[src/hw/rtl/pfsm_pkg.sv]
// pfsm_pkg: shared types, codes and reset link table for the programmable fsm block
// used by programmable_fsm_with_reachability_top; depends on nothing
`timescale 1ns / 1ps

package pfsm_pkg;

    // default configuration
    localparam int PFSM_NUM_STATES = 8;
    localparam int PFSM_ROOT_STATE = 4;

    // port field widths
    localparam int PFSM_MODE_W   = 3;
    localparam int PFSM_IDX_W    = 3;
    localparam int PFSM_STATUS_W = 2;
    localparam int PFSM_MASK_W   = 8;

    typedef logic [PFSM_MODE_W-1:0]   t_mode;
    typedef logic [PFSM_STATUS_W-1:0] t_status;

    // command codes
    localparam t_mode MODE_STEP     = 3'd0;
    localparam t_mode MODE_RETARGET = 3'd1;
    localparam t_mode MODE_QUERY    = 3'd2;
    localparam t_mode MODE_DELETE   = 3'd3;
    localparam t_mode MODE_PRUNE    = 3'd4;

    // result status codes
    localparam t_status ST_DONE = 2'd0;
    localparam t_status ST_NONE = 2'd1;
    localparam t_status ST_DEAD = 2'd2;

    // reset destinations, link 0 then link 1 for states A..H
    localparam logic [3:0] PFSM_RESET_DEST [16] = '{
        4'd6, 4'd7, 4'd2, 4'd5, 4'd4, 4'd6, 4'd1, 4'd4,
        4'd0, 4'd1, 4'd7, 4'd2, 4'd5, 4'd0, 4'd3, 4'd7
    };

    // reset value of one link: {valid, dest}
    function automatic logic [4:0] pfsm_reset_link(input int idx, input int n);
        logic [4:0] res;
        res = '0;
        if (idx < 16) begin
            if (int'(PFSM_RESET_DEST[idx[3:0]]) < n) begin
                res = {1'b1, PFSM_RESET_DEST[idx[3:0]]};
            end
        end
        return res;
    endfunction

endpackage

[src/hw/rtl/pfsm_ram.sv]
// pfsm_ram: generic simple dual-port ram, one write and one registered read port
// standalone, no package dependency
`timescale 1ns / 1ps

module pfsm_ram #(
    parameter int WIDTH = 4,
    parameter int DEPTH = 16
) (
    input  logic                     i_clk,
    input  logic                     i_we,
    input  logic [$clog2(DEPTH)-1:0] i_waddr,
    input  logic [WIDTH-1:0]         i_wdata,
    input  logic [$clog2(DEPTH)-1:0] i_raddr,
    output logic [WIDTH-1:0]         o_rdata
);

    logic [WIDTH-1:0] mem [DEPTH];
    logic [WIDTH-1:0] r_rdata;

    // write port and registered read
    always_ff @(posedge i_clk) begin
        if (i_we) begin
            mem[i_waddr] <= i_wdata;
        end
        r_rdata <= mem[i_raddr];
    end

    assign o_rdata = r_rdata;

endmodule

[src/hw/rtl/programmable_fsm_with_reachability_top.sv]
// programmable_fsm_with_reachability_top: programmable state machine with link table,
// reachability walk and state deletion; uses pfsm_pkg and pfsm_ram
`timescale 1ns / 1ps

// Command interface: an item is taken when start is high and busy is low; its result
// appears for exactly one cycle with o_done high and cannot be held off. Retarget, a
// rejected delete and unused modes answer the cycle after the item and never raise busy.
// A step reads its link in the S_STEP state and then answers. Queries walk the reachable
// states from the root through the single read port of the link memory, reading both
// links of each state in turn. A named delete sweeps every link once; bulk delete is a
// walk followed by that sweep when something is unreachable. No clearing pass after
// reset: links read their reset value from a constant table until first written.
module programmable_fsm_with_reachability_top #(
    parameter int NUM_STATES = pfsm_pkg::PFSM_NUM_STATES,
    parameter int ROOT_STATE = pfsm_pkg::PFSM_ROOT_STATE
) (
    input  logic                               i_clk,
    input  logic                               i_rst_n,
    input  logic                               start,
    output logic                               busy,
    input  logic [pfsm_pkg::PFSM_MODE_W-1:0]   i_mode,
    input  logic                               i_input_bit,
    input  logic [pfsm_pkg::PFSM_IDX_W-1:0]    i_target_state,
    input  logic [pfsm_pkg::PFSM_IDX_W-1:0]    i_state_index,
    output logic                               o_done,
    output logic [pfsm_pkg::PFSM_IDX_W-1:0]    o_cur_state,
    output logic [pfsm_pkg::PFSM_STATUS_W-1:0] o_status,
    output logic [pfsm_pkg::PFSM_MASK_W-1:0]   o_unreachable_mask,
    output logic [pfsm_pkg::PFSM_MASK_W-1:0]   o_deleted_mask
);

    import pfsm_pkg::*;

    localparam int SW       = $clog2(NUM_STATES);
    localparam int AW       = SW + 1;
    localparam int CW       = AW + 1;
    localparam int NLINKS   = 2 * NUM_STATES;
    localparam int ROOT_IDX = (ROOT_STATE < NUM_STATES) ? ROOT_STATE : 0;

    localparam logic [NUM_STATES-1:0] ONE_N     = NUM_STATES'(1);
    localparam logic [NUM_STATES-1:0] ROOT_ONE  = ONE_N << ROOT_IDX;
    localparam logic [CW-1:0]         SWEEP_END = CW'(NLINKS);

    // sequencer codes
    localparam logic [1:0] S_IDLE  = 2'd0;
    localparam logic [1:0] S_STEP  = 2'd1;
    localparam logic [1:0] S_WALK  = 2'd2;
    localparam logic [1:0] S_SWEEP = 2'd3;

    // control state
    logic [1:0]            r_fsm,     n_fsm;
    logic [SW-1:0]         r_ps,      n_ps;
    logic [NUM_STATES-1:0] r_del,     n_del;
    logic [NLINKS-1:0]     r_mark,    n_mark;
    logic [NUM_STATES-1:0] r_visited, n_visited;
    logic [NUM_STATES-1:0] r_expd,    n_expd;
    logic                  r_pend,    n_pend;
    logic                  r_k,       n_k;
    logic                  r_bulk,    n_bulk;
    logic [CW-1:0]         r_cnt,     n_cnt;
    logic                  r_done,    n_done;

    // payload
    logic [SW-1:0]         r_cur,     n_cur;
    logic [NUM_STATES-1:0] r_kill,    n_kill;
    logic [NUM_STATES-1:0] r_unr,     n_unr;
    t_status               r_status,  n_status;
    logic [AW-1:0]         r_rd_addr;

    // memory port
    logic [AW-1:0] rd_addr;
    logic          we;
    logic [AW-1:0] wa;
    logic [SW:0]   wd;
    logic [SW:0]   ram_q;

    // resolved link read
    logic [4:0]            rst_link;
    logic                  d_valid;
    logic [SW-1:0]         d_dest;
    logic                  d_ok;
    logic [NUM_STATES-1:0] seen_fwd;
    logic [NUM_STATES-1:0] frontier;
    logic [NUM_STATES-1:0] unreach_w;
    logic [SW-1:0]         pick;
    logic                  tgt_ok;
    logic                  idx_ok;

    pfsm_ram #(
        .WIDTH (SW + 1),
        .DEPTH (NLINKS)
    ) u_links (
        .i_clk   (i_clk),
        .i_we    (we),
        .i_waddr (wa),
        .i_wdata (wd),
        .i_raddr (rd_addr),
        .o_rdata (ram_q)
    );

    // a link never written reads its reset value
    always_comb begin
        rst_link = pfsm_reset_link(int'(r_rd_addr), NUM_STATES);
        if (r_mark[r_rd_addr]) begin
            d_valid = ram_q[SW];
            d_dest  = ram_q[SW-1:0];
        end else begin
            d_valid = rst_link[4];
            d_dest  = rst_link[SW-1:0];
        end
        d_ok = d_valid && (32'(d_dest) < NUM_STATES);
    end

    // walk frontier with the arriving link folded in
    always_comb begin
        seen_fwd = r_visited;
        if (r_pend && d_ok) begin
            seen_fwd = r_visited | (ONE_N << d_dest);
        end
        frontier  = seen_fwd & ~r_expd;
        unreach_w = ~seen_fwd & ~r_del;
        pick      = '0;
        for (int i = NUM_STATES - 1; i >= 0; i--) begin
            if (frontier[i]) begin
                pick = SW'(i);
            end
        end
    end

    // command operand checks
    assign tgt_ok = (32'(i_target_state) < NUM_STATES) &&
                    !(|(r_del & (ONE_N << i_target_state)));
    assign idx_ok = (32'(i_state_index) < NUM_STATES) &&
                    !(|(r_del & (ONE_N << i_state_index)));

    // sequencer
    always_comb begin
        n_fsm     = r_fsm;
        n_ps      = r_ps;
        n_del     = r_del;
        n_mark    = r_mark;
        n_visited = r_visited;
        n_expd    = r_expd;
        n_pend    = 1'b0;
        n_k       = r_k;
        n_bulk    = r_bulk;
        n_cnt     = r_cnt;
        n_done    = 1'b0;
        n_cur     = r_cur;
        n_kill    = r_kill;
        n_unr     = r_unr;
        n_status  = r_status;
        rd_addr   = {r_ps, i_input_bit};
        we        = 1'b0;
        wa        = r_rd_addr;
        wd        = {1'b0, d_dest};

        unique case (r_fsm)
            S_IDLE: begin
                if (start) begin
                    unique case (i_mode)
                        MODE_STEP: begin
                            n_fsm = S_STEP;
                        end
                        MODE_RETARGET: begin
                            n_done = 1'b1;
                            n_unr  = '0;
                            if (tgt_ok) begin
                                we         = 1'b1;
                                wa         = {r_ps, i_input_bit};
                                wd         = {1'b1, SW'(i_target_state)};
                                n_mark[wa] = 1'b1;
                                n_status   = ST_DONE;
                            end else begin
                                n_status = ST_NONE;
                            end
                        end
                        MODE_QUERY, MODE_PRUNE: begin
                            n_fsm     = S_WALK;
                            n_visited = ROOT_ONE;
                            n_expd    = '0;
                            n_k       = 1'b0;
                            n_bulk    = (i_mode == MODE_PRUNE);
                        end
                        MODE_DELETE: begin
                            n_unr = '0;
                            if (idx_ok) begin
                                n_kill   = ONE_N << i_state_index;
                                n_status = ST_DONE;
                                n_cnt    = '0;
                                n_fsm    = S_SWEEP;
                            end else begin
                                n_status = ST_NONE;
                                n_done   = 1'b1;
                            end
                        end
                        default: begin
                            n_done   = 1'b1;
                            n_unr    = '0;
                            n_status = ST_NONE;
                        end
                    endcase
                end
            end

            S_STEP: begin
                n_done = 1'b1;
                n_fsm  = S_IDLE;
                n_unr  = '0;
                if (d_ok) begin
                    n_ps     = d_dest;
                    n_status = ST_DONE;
                end else begin
                    n_status = ST_DEAD;
                end
            end

            S_WALK: begin
                n_visited = seen_fwd;
                if (r_k) begin
                    // second link of the state being expanded
                    rd_addr = {r_cur, 1'b1};
                    n_pend  = 1'b1;
                    n_k     = 1'b0;
                end else if (|frontier) begin
                    rd_addr = {pick, 1'b0};
                    n_cur   = pick;
                    n_expd  = r_expd | (ONE_N << pick);
                    n_k     = 1'b1;
                    n_pend  = 1'b1;
                end else begin
                    n_unr    = unreach_w;
                    n_status = (|unreach_w) ? ST_DONE : ST_NONE;
                    if (r_bulk && (|unreach_w)) begin
                        n_kill = unreach_w;
                        n_cnt  = '0;
                        n_fsm  = S_SWEEP;
                    end else begin
                        n_done = 1'b1;
                        n_fsm  = S_IDLE;
                    end
                end
            end

            S_SWEEP: begin
                // read one link a cycle, drop it on the next if it points at a victim
                if (r_cnt < SWEEP_END) begin
                    rd_addr = r_cnt[AW-1:0];
                    n_cnt   = r_cnt + CW'(1);
                    n_pend  = 1'b1;
                end
                if (r_pend && d_ok && (|(r_kill & (ONE_N << d_dest)))) begin
                    we                = 1'b1;
                    wa                = r_rd_addr;
                    wd                = {1'b0, d_dest};
                    n_mark[r_rd_addr] = 1'b1;
                end
                if (!r_pend && (r_cnt == SWEEP_END)) begin
                    n_del  = r_del | r_kill;
                    n_done = 1'b1;
                    n_fsm  = S_IDLE;
                end
            end

            default: begin
                n_fsm = S_IDLE;
            end
        endcase
    end

    // control registers
    always_ff @(posedge i_clk) begin
        if (!i_rst_n) begin
            r_fsm     <= S_IDLE;
            r_ps      <= SW'(ROOT_IDX);
            r_del     <= '0;
            r_mark    <= '0;
            r_visited <= '0;
            r_expd    <= '0;
            r_pend    <= 1'b0;
            r_k       <= 1'b0;
            r_bulk    <= 1'b0;
            r_cnt     <= '0;
            r_done    <= 1'b0;
        end else begin
            r_fsm     <= n_fsm;
            r_ps      <= n_ps;
            r_del     <= n_del;
            r_mark    <= n_mark;
            r_visited <= n_visited;
            r_expd    <= n_expd;
            r_pend    <= n_pend;
            r_k       <= n_k;
            r_bulk    <= n_bulk;
            r_cnt     <= n_cnt;
            r_done    <= n_done;
        end
    end

    // payload registers
    always_ff @(posedge i_clk) begin
        r_cur     <= n_cur;
        r_kill    <= n_kill;
        r_unr     <= n_unr;
        r_status  <= n_status;
        r_rd_addr <= rd_addr;
    end

    // result item
    assign busy               = (r_fsm != S_IDLE);
    assign o_done             = r_done;
    assign o_cur_state        = PFSM_IDX_W'(r_ps);
    assign o_status           = r_status;
    assign o_unreachable_mask = PFSM_MASK_W'(r_unr);
    assign o_deleted_mask     = PFSM_MASK_W'(r_del);

`ifndef SYNTHESIS
    // present state always names a real state
    a_ps_range: assert property (@(posedge i_clk) disable iff (!i_rst_n)
        32'(r_ps) < NUM_STATES)
        else $error("present state out of range");

    // only states already seen are ever expanded by the walk
    a_expd_seen: assert property (@(posedge i_clk) disable iff (!i_rst_n)
        (r_fsm == S_WALK) |-> ((r_expd & ~r_visited) == '0))
        else $error("walk expanded an unseen state");

    // deletion is permanent
    a_del_sticky: assert property (@(posedge i_clk) disable iff (!i_rst_n)
        $past(i_rst_n) |-> (($past(r_del) & ~r_del) == '0))
        else $error("deleted flag cleared");

    // a result follows an accepted item or a running command
    a_done_src: assert property (@(posedge i_clk) disable iff (!i_rst_n)
        o_done |-> ($past(start && !busy) || $past(r_fsm != S_IDLE)))
        else $error("result without a command");
`endif

endmodule

[config.mk]
export PLATFORM = sky130hd
export DESIGN_NAME = programmable_fsm_with_reachability_top
export DESIGN_NICKNAME = d
export VERILOG_FILES = /design/src/hw/rtl/pfsm_pkg.sv /design/src/hw/rtl/pfsm_ram.sv /design/src/hw/rtl/programmable_fsm_with_reachability_top.sv
export SDC_FILE = /design/constraint.sdc
export NUM_CORES = 1
export LEC_CHECK = 0
export ABC_CLOCK_PERIOD_IN_PS = 4700
export CAP_MARGIN = 20
export CORE_ASPECT_RATIO = 1.5
export CORE_MARGIN = 5
export CORE_UTILIZATION = 58
export DETAILED_ROUTE_END_ITERATION = 12
export DONT_BUFFER_PORTS = 1
export PLACE_DENSITY_LB_ADDON = 0.1
export SETUP_SLACK_MARGIN = 0.15
export SYNTH_ARGS = -nofsm -noshare
export SYNTH_HDL_FRONTEND = slang
export SYNTH_SLANG_ARGS = --single-unit
[constraint.sdc]
create_clock -name i_clk -period 4.7 [get_ports i_clk]
set_clock_uncertainty 0.15 [all_clocks]
set_input_delay 0.705 -clock i_clk [delete_from_list [all_inputs] [get_ports i_clk]]
set_output_delay 0.705 -clock i_clk [all_outputs]
set_load 0.02 [all_outputs]
==> flow_summary.toml <==
[setup_path]
required_ns = 4.84
cp.arrival_ns = 4.50
worstSetupStartpointType = "flop"
path_class = "flop to flop"
critPathMaxFanout = 20
cp-end-kind = "flop"
rrSetupSlack_ns = 0.35

[power_and_ir_drop]
p_clk_frac = 0.235
power_density_nw_per_um2 = 643
seqPwrFrac = 0.360
leakagePower_nw = 3.07
peakVddDrop_uv = 360
p_sw_frac = 0.404
power.internal_mw = 3.29
share_comb_of_total_power = 0.406
p_sw_mw = 2.23

[layout]
finalNetCount = 780
multi_input_area_um2 = 3650
insertedDiodeCount = 0
register_area_um2 = 3790
layout-drive-gt1-share = 0.135
n_fill_cell = 1024
area_growth_pct = 10.9

[timing]
timing.fmax_mhz = 230
min_period_over_period = 0.927
rsz0062_at_grt = "false"
drv_slew = 0
hold_viol = 0
timing.slew.headroom = 0.163
setup_tns_ns = 0
setup_viol = 0
tightest_slew_ns = 1.26
period_minus_slack_ns = 4.35
layout_setup_ws_ns = 0.345

[global_routing]
grt_pass1_vias = 6027
grt_overflow = 0
grt_max_degree = 29
antenna_found_initial = 0
grt_usage = 0.273
grt_pass1_wl_um = 33100

[clocking]
clk_pin_slew_ns = 0.07
cts_tree = "yes"
clkSinkCount = 147
cts_inserted_buffers = 17
cts-htree-levels = 4
insertion_delay_ns = 0.43
clock_path_buffers = 2
cts.root.buffer_cell = "clkbuf_16"

[die]
core_um2 = 13000
initial_core_util = 0.595
pin_count = 36
die_area_um2 = 15800
row_count = 51
die_h_um = 151
die_x_um = 104

[placed_design]
gp_congestion = 0.946
dp_hpwl_um = 15700
place_ws_ns = 0.263
placement.io_buffers = 0

[drt]
drcViolationCount = 0
vias = 6031
wirelength_um = 21200
ant_nets = 0
avgRoutedWirePerCell_um = 22.9
drtPass1Iterations = 8
vias_per_cell = 6.51
drt-initial-drc-count = 466

[logic_synthesis]
synth-edff-count = 85
async_reset_ff_frac = 0
yosys-top-cells-area = "edfxtp_1 (33%), dfxtp_1 (16%), mux2i_1 (7.2%)"
ys_ff_latch = 147
synth_cell_type_count = 86
synth_top_cell_by_area = "edfxtp_1"
syn_inst = 737
avgSynthCellArea_um2 = 10.5
yosys.area.top_type_share = 0.330
syn_nets = 762
ys_warn_count = 0
synth_area_um2 = 7740
ys.flop_type = "edfxtp_1"
ys_seq_area_frac = 0.490

[flow_run]
maxCapViolations = 0

[run_status]
status = "complete, no violations"

[min_path]
min-delay-path-class = "primary input to flop"
## cell usage in the layout (no fill, tap or decap), drive strengths merged, types with 4 or more instances in the layout
cell and count:
nor2 97, edfxtp 85, a21oi 63, dfxtp 62
mux2i 56, nand2 53, buf 34, inv 31
nand2b 22, o21ai 21, clkbuf 20, o32ai 17
nor2b 16, nor3 13, ha 12, mux4 12
and2 11, a22oi 10, nand3 9, a211oi 9
a31o 7, o22ai 6, clkinv 6, or2 6
a31oi 5, nor3b 5, nand4 4, o31a 4
and3 4
## registers in the layout, indices dropped and copies added (netlist names)
name and flops:
u_links.o_rdata 4, o_deleted_mask 8, o_done 1, r_fsm 2, r_kill 8, o_status 2, r_mark 16, u_links.mem 64
r_k 1, r_pend 1, o_cur_state 3, r_cur 3, r_rd_addr 4, r_cnt 5, r_expd 8, r_visited 8
r_bulk 1, o_unreachable_mask 8
## metal layers
layer	track usage	part of all wire	up-vias
li1	-	-	2793
met1	0.283	0.35	2866
met2	0.487	0.52	282
met3	0.0640	0.063	90
met4	0.184	0.060	0
met5	0	0	-
## cell families after synthesis
family,synth area share
adders and majority gates,0.0194
muxes,0.113
buffers and inverters,0.0409
DFF,0.490
and+or+nand+nor,0.161
AOI/OAI and AO/OA,0.176
## critical path, stage by stage, from the launching register on
cell	delay, ns
dfxtp_1	0.36
buf_12	0.17
inv_1	0.12
ha_1	0.38
mux4_2	0.50
nor2b_1	0.17
and3_4	0.19
a211oi_2	0.27
o221ai_2	0.16
or3_4	0.44
nor2_4	0.20
a31o_1	0.18
buf_6	0.22
mux4_2	0.36
mux2i_1	0.22
mux2i_1	0.11
## what timing repair did
item | in CTS | in global routing
endpoints found under the setup margin | 0 | 12
endpoints found under the hold margin | 0 | 0
buffers inserted | 0 | 1
resized for setup | 0 | 4
hold buffers | 0 | 0
## power by group through the flow
stage | Sequential, mW | Combinational [mW] | Clock (mW)
after detailed placement | 2.01 | 2.19 | 0
after global routing | 2.00 | 2.42 | 1.37
final | 1.99 | 2.24 | 1.30
after floorplan | 1.91 | 1.57 | 0
after global placement | 2.01 | 2.13 | 0
after CTS | 1.98 | 2.20 | 1.31
## through the flow
stage               utilization  std cells  area (um^2)  power [mW]  hold WS [ns]
floorplan                     -        737         7740        3.48         0.286
global placement          0.614        893         8000        4.14         0.302
detailed placement        0.615        894         8010        4.19         0.305
CTS                       0.658        926         8560        5.49         0.206
global route              0.660        927         8590        5.80         0.204
finish                    0.660        927         8590        5.52         0.213
## area by class of cell
cell class                 count  area share
multi-input combinational    526       0.425
timing repair buffer          34      0.0331
clock buffer                  20      0.0508
clock inverter                12      0.0140
inverter                      29      0.0127
sequential                   147       0.442
tap                          159      0.0232
## Yosys cell counts, types with 5 or more instances
cell type,number
ha_1,12
and2_1,10
nand2_1,52
nand2b_1,22
clkbuf_1,20
o32ai_1,17
edfxtp_1,85
a22oi_1,7
nor3_1,13
inv_1,25
o22ai_1,5
buf_2,7
nand3_1,9
mux4_2,10
nor2b_1,16
a31oi_1,5
a211oi_1,7
o21ai_0,19
buf_6,6
mux2i_1,56
a21oi_1,62
dfxtp_1,62
nor3b_1,5
nor2_1,95
a31o_2,5
## path summary, 6_finish.rpt
kind / cells after the start / from / to
worst max-delay path: 15 / r_rd_addr[1]$_DFF_P_ / u_links.o_rdata[0]$_DFF_P_
worst min-delay path: 1 / i_rst_n / o_cur_state[2]$_SDFFE_PN1P_
worst max register to register: 15 / r_rd_addr[1]$_DFF_P_ / u_links.o_rdata[0]$_DFF_P_
worst min register to register: 2 / r_mark[4]$_SDFFE_PN0P_ / r_mark[4]$_SDFFE_PN0P_
(Power assumes the default switching activity.)
